## config.mk

```make
export PLATFORM = sky130hd
export DESIGN_NAME = url_percent_decoder_core_flat
export DESIGN_NICKNAME = d
export VERILOG_FILES = /design/src/hw/rtl/upd_pkg.sv /design/src/hw/rtl/upd_req_if.sv /design/src/hw/rtl/upd_rsp_if.sv /design/src/hw/rtl/upd_front.sv /design/src/hw/rtl/upd_queue.sv /design/src/hw/rtl/upd_back.sv /design/src/hw/rtl/url_percent_decoder_core.sv /design/src/flat_wrapper.sv
export SDC_FILE = /design/constraint.sdc
export NUM_CORES = 1
export LEC_CHECK = 0
export BUFFER_PORTS_ARGS = -buffer_cell sky130_fd_sc_hd__buf_2
export CORE_ASPECT_RATIO = 0.5
export CORE_MARGIN = 2
export CORE_UTILIZATION = 35
export CTS_CLUSTER_DIAMETER = 200
export DETAILED_ROUTE_END_ITERATION = 10
export GPL_TIMING_DRIVEN = 0
export MAX_ROUTING_LAYER = met4
export PLACE_DENSITY_LB_ADDON = 0.3
export SKIP_CTS_REPAIR_TIMING = 1
export SLEW_MARGIN = 20
export SYNTH_ARGS = -nofsm -noshare
export SYNTH_HDL_FRONTEND = slang
export SYNTH_SLANG_ARGS = --single-unit
export TNS_END_PERCENT = 10
```

## constraint.sdc

```tcl
create_clock -name clock -period 3 [get_ports clock]
set_clock_uncertainty 0.05 [all_clocks]
set_input_delay 0.45 -clock clock [delete_from_list [all_inputs] [get_ports clock]]
set_output_delay 0.45 -clock clock [all_outputs]
set_load 0.02 [all_outputs]
```

## src/hw/rtl/upd_pkg.sv

```systemverilog
// upd_pkg: shared types and constants for the url percent decoder
// used by the front, queue and back modules and the top level
// no dependencies

package upd_pkg;

   // character codes
   localparam logic [7:0] CH_PLUS    = 8'h2B;
   localparam logic [7:0] CH_PERCENT = 8'h25;
   localparam logic [7:0] CH_SPACE   = 8'h20;

   // queue between front and back, a power of two
   localparam int QUEUE_DEPTH = 4;
   localparam int QPTR_W      = $clog2(QUEUE_DEPTH);

   // most bytes one input transaction can produce
   localparam int MAX_BYTES = 3;

   // one classified input transaction: up to three bytes in order, last on the final one
   typedef struct packed {
      logic [MAX_BYTES-1:0][7:0] bytes;
      logic [1:0]                count;
      logic                      last;
   } entry_type;

endpackage

```

## src/hw/rtl/upd_req_if.sv

```systemverilog
// upd_req_if: encoded byte channel into the decoder
// valid/ready handshake with byte and last flag; no dependencies

interface upd_req_if;
   logic       valid;
   logic       ready;
   logic [7:0] in_byte;
   logic       in_last;

   modport source (output valid, output in_byte, output in_last, input ready);
   modport sink   (input valid, input in_byte, input in_last, output ready);
endinterface

```

## src/hw/rtl/upd_rsp_if.sv

```systemverilog
// upd_rsp_if: decoded byte channel out of the decoder
// valid/ready handshake with byte and last flag; no dependencies

interface upd_rsp_if;
   logic       valid;
   logic       ready;
   logic [7:0] out_byte;
   logic       out_last;

   modport source (output valid, output out_byte, output out_last, input ready);
   modport sink   (input valid, input out_byte, input out_last, output ready);
endinterface

```

## src/hw/rtl/upd_front.sv

```systemverilog
// upd_front: accepts encoded bytes, tracks escape state, builds queue entries
// depends on upd_pkg and upd_req_if

module upd_front (
   input  logic               clock,
   input  logic               reset,
   upd_req_if.sink            req_if,
   input  logic               q_full,
   output logic               push_valid,
   output upd_pkg::entry_type push_entry
);
   import upd_pkg::*;

   typedef enum logic [1:0] {
      HELD_NONE,
      HELD_PERCENT,
      HELD_DIGIT
   } held_type;

   held_type   held_ff, held_in;
   logic [7:0] digit_ff, digit_in;

   logic       accept;
   logic       is_hex;
   logic       plain_emit;
   logic [7:0] plain_byte;
   entry_type  entry;

   // value of one hex digit, letters of either case
   function automatic logic [3:0] hex_nibble(input logic [7:0] c);
      logic [3:0] v;
      v = c[3:0];
      if (c[6]) begin
         v = c[3:0] + 4'd9;
      end
      return v;
   endfunction

   assign accept        = req_if.valid && req_if.ready;
   assign req_if.ready  = !q_full;
   assign push_valid    = accept && (entry.count != 2'd0);
   assign push_entry    = entry;

   // classify the byte and collect what it emits
   always_comb begin
      case (req_if.in_byte) inside
         [8'h30:8'h39], [8'h41:8'h46], [8'h61:8'h66]: is_hex = 1'b1;
         default:                                     is_hex = 1'b0;
      endcase

      plain_emit = !((req_if.in_byte == CH_PERCENT) && !req_if.in_last);
      plain_byte = (req_if.in_byte == CH_PLUS) ? CH_SPACE : req_if.in_byte;

      entry       = '0;
      entry.last  = req_if.in_last;
      held_in     = held_ff;
      digit_in    = digit_ff;

      case (held_ff)
         HELD_PERCENT: begin
            if (is_hex && !req_if.in_last) begin
               held_in  = HELD_DIGIT;
               digit_in = req_if.in_byte;
            end else begin
               entry.bytes[0] = CH_PERCENT;
               entry.bytes[1] = plain_byte;
               entry.count    = plain_emit ? 2'd2 : 2'd1;
               held_in        = plain_emit ? HELD_NONE : HELD_PERCENT;
            end
         end
         HELD_DIGIT: begin
            if (is_hex) begin
               entry.bytes[0] = {hex_nibble(digit_ff), hex_nibble(req_if.in_byte)};
               entry.count    = 2'd1;
               held_in        = HELD_NONE;
            end else begin
               entry.bytes[0] = CH_PERCENT;
               entry.bytes[1] = digit_ff;
               entry.bytes[2] = plain_byte;
               entry.count    = plain_emit ? 2'd3 : 2'd2;
               held_in        = plain_emit ? HELD_NONE : HELD_PERCENT;
            end
         end
         default: begin
            entry.bytes[0] = plain_byte;
            entry.count    = plain_emit ? 2'd1 : 2'd0;
            held_in        = plain_emit ? HELD_NONE : HELD_PERCENT;
         end
      endcase
   end

   // escape state, advanced per accepted transaction
   always_ff @(posedge clock) begin
      if (reset) begin
         held_ff <= HELD_NONE;
      end else if (accept) begin
         held_ff <= held_in;
      end
      if (accept) begin
         digit_ff <= digit_in;
      end
   end

endmodule

```

## src/hw/rtl/upd_queue.sv

```systemverilog
// upd_queue: small fifo of classified entries between front and back
// depends on upd_pkg

module upd_queue (
   input  logic               clock,
   input  logic               reset,
   input  logic               push_valid,
   input  upd_pkg::entry_type push_entry,
   output logic               full,
   input  logic               pop,
   output logic               head_valid,
   output upd_pkg::entry_type head_entry
);
   import upd_pkg::*;

   entry_type           mem_ff [QUEUE_DEPTH];
   logic [QPTR_W-1:0]   wr_ptr_ff, wr_ptr_in;
   logic [QPTR_W-1:0]   rd_ptr_ff, rd_ptr_in;
   logic [QPTR_W:0]     count_ff, count_in;
   logic                do_push, do_pop;

   assign full       = (count_ff == (QPTR_W+1)'(QUEUE_DEPTH));
   assign head_valid = (count_ff != '0);
   assign head_entry = mem_ff[rd_ptr_ff];

   assign do_push = push_valid && !full;
   assign do_pop  = pop && head_valid;

   // pointer and fill count updates
   always_comb begin
      wr_ptr_in = do_push ? wr_ptr_ff + QPTR_W'(1) : wr_ptr_ff;
      rd_ptr_in = do_pop  ? rd_ptr_ff + QPTR_W'(1) : rd_ptr_ff;
      count_in  = count_ff + (QPTR_W+1)'(do_push) - (QPTR_W+1)'(do_pop);
   end

   always_ff @(posedge clock) begin
      if (reset) begin
         wr_ptr_ff <= '0;
         rd_ptr_ff <= '0;
         count_ff  <= '0;
      end else begin
         wr_ptr_ff <= wr_ptr_in;
         rd_ptr_ff <= rd_ptr_in;
         count_ff  <= count_in;
      end
      if (do_push) begin
         mem_ff[wr_ptr_ff] <= push_entry;
      end
   end

endmodule

```

## src/hw/rtl/upd_back.sv

```systemverilog
// upd_back: walks the bytes of the head entry into the output register
// depends on upd_pkg and upd_rsp_if

module upd_back (
   input  logic               clock,
   input  logic               reset,
   input  logic               head_valid,
   input  upd_pkg::entry_type head_entry,
   output logic               pop,
   upd_rsp_if.source          rsp_if
);
   import upd_pkg::*;

   logic [1:0] sel_ff, sel_in;
   logic       out_valid_ff, out_valid_in;
   logic [7:0] out_byte_ff, out_byte_in;
   logic       out_last_ff, out_last_in;
   logic       load;
   logic       final_byte;

   assign rsp_if.valid    = out_valid_ff;
   assign rsp_if.out_byte = out_byte_ff;
   assign rsp_if.out_last = out_last_ff;

   // load a byte whenever the output register is empty or being drained
   assign load       = head_valid && (!out_valid_ff || rsp_if.ready);
   assign final_byte = ((sel_ff + 2'd1) == head_entry.count);
   assign pop        = load && final_byte;

   always_comb begin
      sel_in       = sel_ff;
      out_valid_in = out_valid_ff;
      out_byte_in  = out_byte_ff;
      out_last_in  = out_last_ff;
      if (rsp_if.ready) begin
         out_valid_in = 1'b0;
      end
      if (load) begin
         out_valid_in = 1'b1;
         out_byte_in  = head_entry.bytes[sel_ff];
         out_last_in  = head_entry.last && final_byte;
         sel_in       = final_byte ? 2'd0 : sel_ff + 2'd1;
      end
   end

   always_ff @(posedge clock) begin
      if (reset) begin
         sel_ff       <= 2'd0;
         out_valid_ff <= 1'b0;
      end else begin
         sel_ff       <= sel_in;
         out_valid_ff <= out_valid_in;
      end
      out_byte_ff <= out_byte_in;
      out_last_ff <= out_last_in;
   end

endmodule

```

## src/hw/rtl/url_percent_decoder_core.sv

```systemverilog
// url_percent_decoder_core: top level of the url percent decoder
// depends on upd_pkg, upd_req_if, upd_rsp_if, upd_front, upd_queue, upd_back
//
// usage:
//   req_if carries the encoded string, one byte per transaction, with in_last
//   on the final byte. rsp_if returns decoded bytes with out_last on the
//   final decoded byte. '+' becomes a space, '%' plus two hex digits becomes
//   one byte, a broken escape is passed through as is.
//   throughput: one input byte per cycle while the queue is not full. an input
//   byte yields zero to three output bytes; the output side moves one byte per
//   cycle while rsp_if.ready is high, so the extra bytes of a broken escape
//   are absorbed by a four-entry queue between the classifier and the output
//   stage. an accepted byte is written into a queue entry, then loaded into
//   the output register, from which it appears on rsp_if.
//   stall: when rsp_if.ready is low the output register holds, the queue
//   fills and req_if.ready drops once four entries are waiting.
//   reset: synchronous, clears escape state, queue and output register.

module url_percent_decoder_core (
   input  logic       clock,
   input  logic       reset,
   upd_req_if.sink    req_if,
   upd_rsp_if.source  rsp_if
);
   import upd_pkg::*;

   logic      q_full;
   logic      push_valid;
   entry_type push_entry;
   logic      pop;
   logic      head_valid;
   entry_type head_entry;

   upd_front u_front (
      .clock      (clock),
      .reset      (reset),
      .req_if     (req_if),
      .q_full     (q_full),
      .push_valid (push_valid),
      .push_entry (push_entry)
   );

   upd_queue u_queue (
      .clock      (clock),
      .reset      (reset),
      .push_valid (push_valid),
      .push_entry (push_entry),
      .full       (q_full),
      .pop        (pop),
      .head_valid (head_valid),
      .head_entry (head_entry)
   );

   upd_back u_back (
      .clock      (clock),
      .reset      (reset),
      .head_valid (head_valid),
      .head_entry (head_entry),
      .pop        (pop),
      .rsp_if     (rsp_if)
   );

endmodule
```

## src/flat_wrapper.sv

```systemverilog
// flat-port wrapper written by rule: the top's interface ports become plain ports
module url_percent_decoder_core_flat import upd_pkg::*;
  (clock, reset, req_if_valid, req_if_in_byte, req_if_in_last, req_if_ready, rsp_if_valid, rsp_if_out_byte, rsp_if_out_last, rsp_if_ready);
  upd_req_if req_if_i ();
  upd_rsp_if rsp_if_i ();
  input  logic clock;
  input  logic reset;
  input wire logic [$bits(req_if_i.valid)-1:0] req_if_valid;
  input wire logic [$bits(req_if_i.in_byte)-1:0] req_if_in_byte;
  input wire logic [$bits(req_if_i.in_last)-1:0] req_if_in_last;
  output wire logic [$bits(req_if_i.ready)-1:0] req_if_ready;
  output wire logic [$bits(rsp_if_i.valid)-1:0] rsp_if_valid;
  output wire logic [$bits(rsp_if_i.out_byte)-1:0] rsp_if_out_byte;
  output wire logic [$bits(rsp_if_i.out_last)-1:0] rsp_if_out_last;
  input wire logic [$bits(rsp_if_i.ready)-1:0] rsp_if_ready;
  assign req_if_i.valid = req_if_valid;
  assign req_if_i.in_byte = req_if_in_byte;
  assign req_if_i.in_last = req_if_in_last;
  assign req_if_ready = req_if_i.ready;
  assign rsp_if_valid = rsp_if_i.valid;
  assign rsp_if_out_byte = rsp_if_i.out_byte;
  assign rsp_if_out_last = rsp_if_i.out_last;
  assign rsp_if_i.ready = rsp_if_ready;
  url_percent_decoder_core u_core (.clock(clock), .reset(reset), .req_if(req_if_i), .rsp_if(rsp_if_i));
endmodule
```

==> results.yml <==
cts:
  cts-root-buf: "clkbuf_16"
  cts_max_path_buffers: 2
  clk_latency_ns: 0.41
  cts_tree: "yes"
  htreeDepth: 4
  numCtsBuffers: 17
  clkTransAtPathRegs_ns: 0.06
  clkSinkCount: 139
finish:
  regArea_um2: 4036
  multiInputGateArea_um2: 1872
  antennaDiodeCount: 0
  area_growth_syn_to_layout_pct: 20.88
  post-route-util_pct: 43.72
  drive_above_1_share_pct: 27.75
  fin_area_um2: 7221
  final_nets: 450
  finalNonFillerCells: 663
  nFillCells: 1478
critical_path:
  reg2reg_depth: 11
  worst-path-max-fanout: 5
  cp_slowest_stage_delay_ns: 0.57
  arrival_ns: 3.09
  worstSetupEndpointType: "flip-flop"
  cp-start-kind: "flip-flop"
  cp_top_family: "multiplexers"
  path_class: "flip-flop to flip-flop"
  cp.depth: 11
  cp_cell_sequence: "buf_6, mux4_2, or4_4, mux2i_4, ha_1, inv_1, ha_2, fa_2, xnor2_2, xnor2_1, nor2_1"
  r2r_end: "u_core.u_queue.count_ff[2]"
  cpMaxStageDelayCell: "mux4_2"
  crit_required_ns: 3.23
  rrSetupSlack_ns: 0.14
  path_buf_inv: 2
synthesis:
  yosysSeqAreaShare_pct: 67.53
  synth_area_um2: 5973
  syn_area_per_cell_um2: 16.37
  ys_top_cells_by_count: "125 x edfxtp_1, 25 x mux4_2, 24 x inv_1"
  ys.flop_type: "edfxtp_1"
  synth_nets: 392
  ys_top_cells_by_area: "edfxtp_1 63%, mux4_2 9.4%, dfxtp_1 4.7%"
  synth_top_cell_by_area: "edfxtp_1"
  synth_top_area_share_pct: 62.84
  synthDistinctLibCells: 49
  yosys_warnings: 0
  synthCells: 365
  synthArstFlopShare_pct: 0
  synth_seq_cells: 139
  synth_edf_count: 125
  yosysMostFrequentCell: "edfxtp_1"
timing:
  fmax_mhz: 349.6
  drv_slew: 0
  hold_slack_ns: 0.1834
  hold_violations: 0
  min_period_ns: 2.861
  fin_crit_sh_pct: 95.36
  setup-violations-final: 0
  tns_ns: 0
  worst_slew_pin_slew_ns: 1.024
  rsz0062_at_grt: "yes"
  max_slew_margin_pct: 31.73
  setup_ws_ns: 0.1393
pwr:
  p_int_mw: 4.321
  p_total_mw: 6.016
  ir_drop_mv: 0.3437
  p_switching_mw: 1.696
  clockPowerShare_pct: 33.0
  switching_share_pct: 28.18
  p_comb_share_pct: 25.3
  p_seq_share_pct: 41.7
  pwr_density_cell_nw_per_um2: 833.2
  p_leak_nw: 2.529
die:
  die_area_um2: 18190
  pin_count: 24
  die-width_um: 188.8
  start_util_pct: 36.17
  rows: 33
  die_y_um: 96.38
  core_um2: 16520
drt:
  drc: 0
  drt_pass1_iterations: 4
  num_vias: 3269
  vias_per_cell: 4.931
  wl_per_cell_um: 19.04
  drt_iter0_markers: 287
  postRouteAntennaNets: 0
  routed_wl_um: 12630
min_path:
  hp-class: "input port to flip-flop"
  min_path_cells: 1
  hp-start: "req_if_in_byte[2]"
  hold_end: "u_core.u_front.digit_ff[2]"
grt:
  grt_usage_pct: 15.64
  grt-busiest-layer: "met2"
  grt_pass1_vias: 3398
  overflow: 0
  antenna_found_initial: 0
  grt_pass1_wl_um: 19750
  use_met2_pct: 23.74
  met1_usage_pct: 20.74
  grt_max_degree: 22
  grtUsageMet3_pct: 3.756
placement:
  portBuffers: 23
  place.gp.congestion: 0.8201
  post-place-cells: 619
  dp_hpwl_um: 8245
  pre_cts_ws_ns: -0.5366
  postPlaceCellArea_um2: 6519
run_status:
  status: "finished clean"
flow_run:
  max_cap_viol_count: 0
## cell usage in the layout (no fill, tap or decap), types with 3 or more instances in the layout
master / n
a21oi_1: 10
a22o_1: 7
a31oi_1: 3
and2_1: 9
and2_2: 4
buf_16: 3
buf_2: 24
buf_4: 13
clkbuf_1: 8
clkbuf_16: 17
clkinv_2: 3
clkinvlp_4: 3
dfxtp_1: 12
edfxtp_1: 125
ha_1: 11
inv_1: 24
mux2i_1: 9
mux4_2: 25
nand2_1: 16
nand2b_1: 6
nand3_1: 3
nand4_1: 3
nor2_1: 14
nor2b_1: 7
o21ai_0: 8
o22ai_1: 8
o2bb2ai_1: 3
or3_1: 3
xnor2_1: 3
## cell families after synthesis
kind of cell	Yosys count	synth area share, %
multiplexers	40	12.74
AO/OA/AOI/OAI	53	6.075
flip-flops	139	67.53
buffers and inverters	37	2.514
AND/OR/NAND/NOR	75	6.745
adder cells (fa/ha/maj)	14	3.058
XOR/XNOR	7	1.341
## final cells by class
class | count | area share [%]
Buffer | 12 | 0.8144
Clock buffer | 20 | 6.047
Clock inverter | 12 | 1.698
Inverter | 24 | 1.248
Multi-Input combinational cell | 189 | 25.92
Sequential cell | 139 | 55.90
Tap cell | 227 | 3.933
Timing Repair Buffer | 40 | 4.436
## sequential cells by signal (all words and copies together) (netlist names), named ones only
signal,flops
u_core.u_back.rsp_if.out_last,1
u_core.u_front.held_ff,2
u_core.u_back.rsp_if.valid,1
u_core.u_front.digit_ff,8
u_core.u_queue.count_ff,3
u_core.u_queue.rd_ptr_ff,2
u_core.u_back.rsp_if.out_byte,8
u_core.u_queue.mem_ff,108
u_core.u_back.sel_ff,2
u_core.u_queue.wr_ptr_ff,2
## worst max-delay path by stage
stage | slack (ns) | from | endpoint
floorplan | 0.03 | req_if_in_byte[1] | u_core.u_queue.count_ff[2]
global placement | -0.70 | req_if_in_byte[0] | u_core.u_queue.mem_ff[0][21]
global route | -0.01 | flip-flop | u_core.u_queue.count_ff[2]
CTS | -0.33 | flip-flop | u_core.u_queue.count_ff[2]
finish | 0.14 | flip-flop | u_core.u_queue.count_ff[2]
detailed placement | -0.54 | req_if_in_byte[0] | u_core.u_queue.count_ff[2]
## power groups by stage
stage / logic (mW) / registers (mW) / clock network [mW]
6_report: 1.52 / 2.51 / 1.98
5_1_grt: 1.68 / 2.53 / 2.11
4_1_cts: 1.48 / 2.50 / 2.02
3_5_place_dp: 1.48 / 2.54 / 0
3_3_place_gp: 1.43 / 2.54 / 0
2_1_floorplan: 0.947 / 2.62 / 0
## worst reg2reg max path: stages (launching register included)
cell and delay, ns:
dfxtp_2 0.32, buf_6 0.11, mux4_2 0.57, or4_4 0.45, mux2i_4 0.17, ha_1 0.14
inv_1 0.04, ha_2 0.18, fa_2 0.35, xnor2_2 0.15, xnor2_1 0.16, nor2_1 0.05
## metal layers
metal / share of wire, % / vias to the layer above
met5: 0 / -
met4: 0.43 / 0
met3: 6.2 / 4
met2: 46 / 80
met1: 47 / 1642
li1: - / 1543
Note: power is estimated with default switching activity, not from simulation.
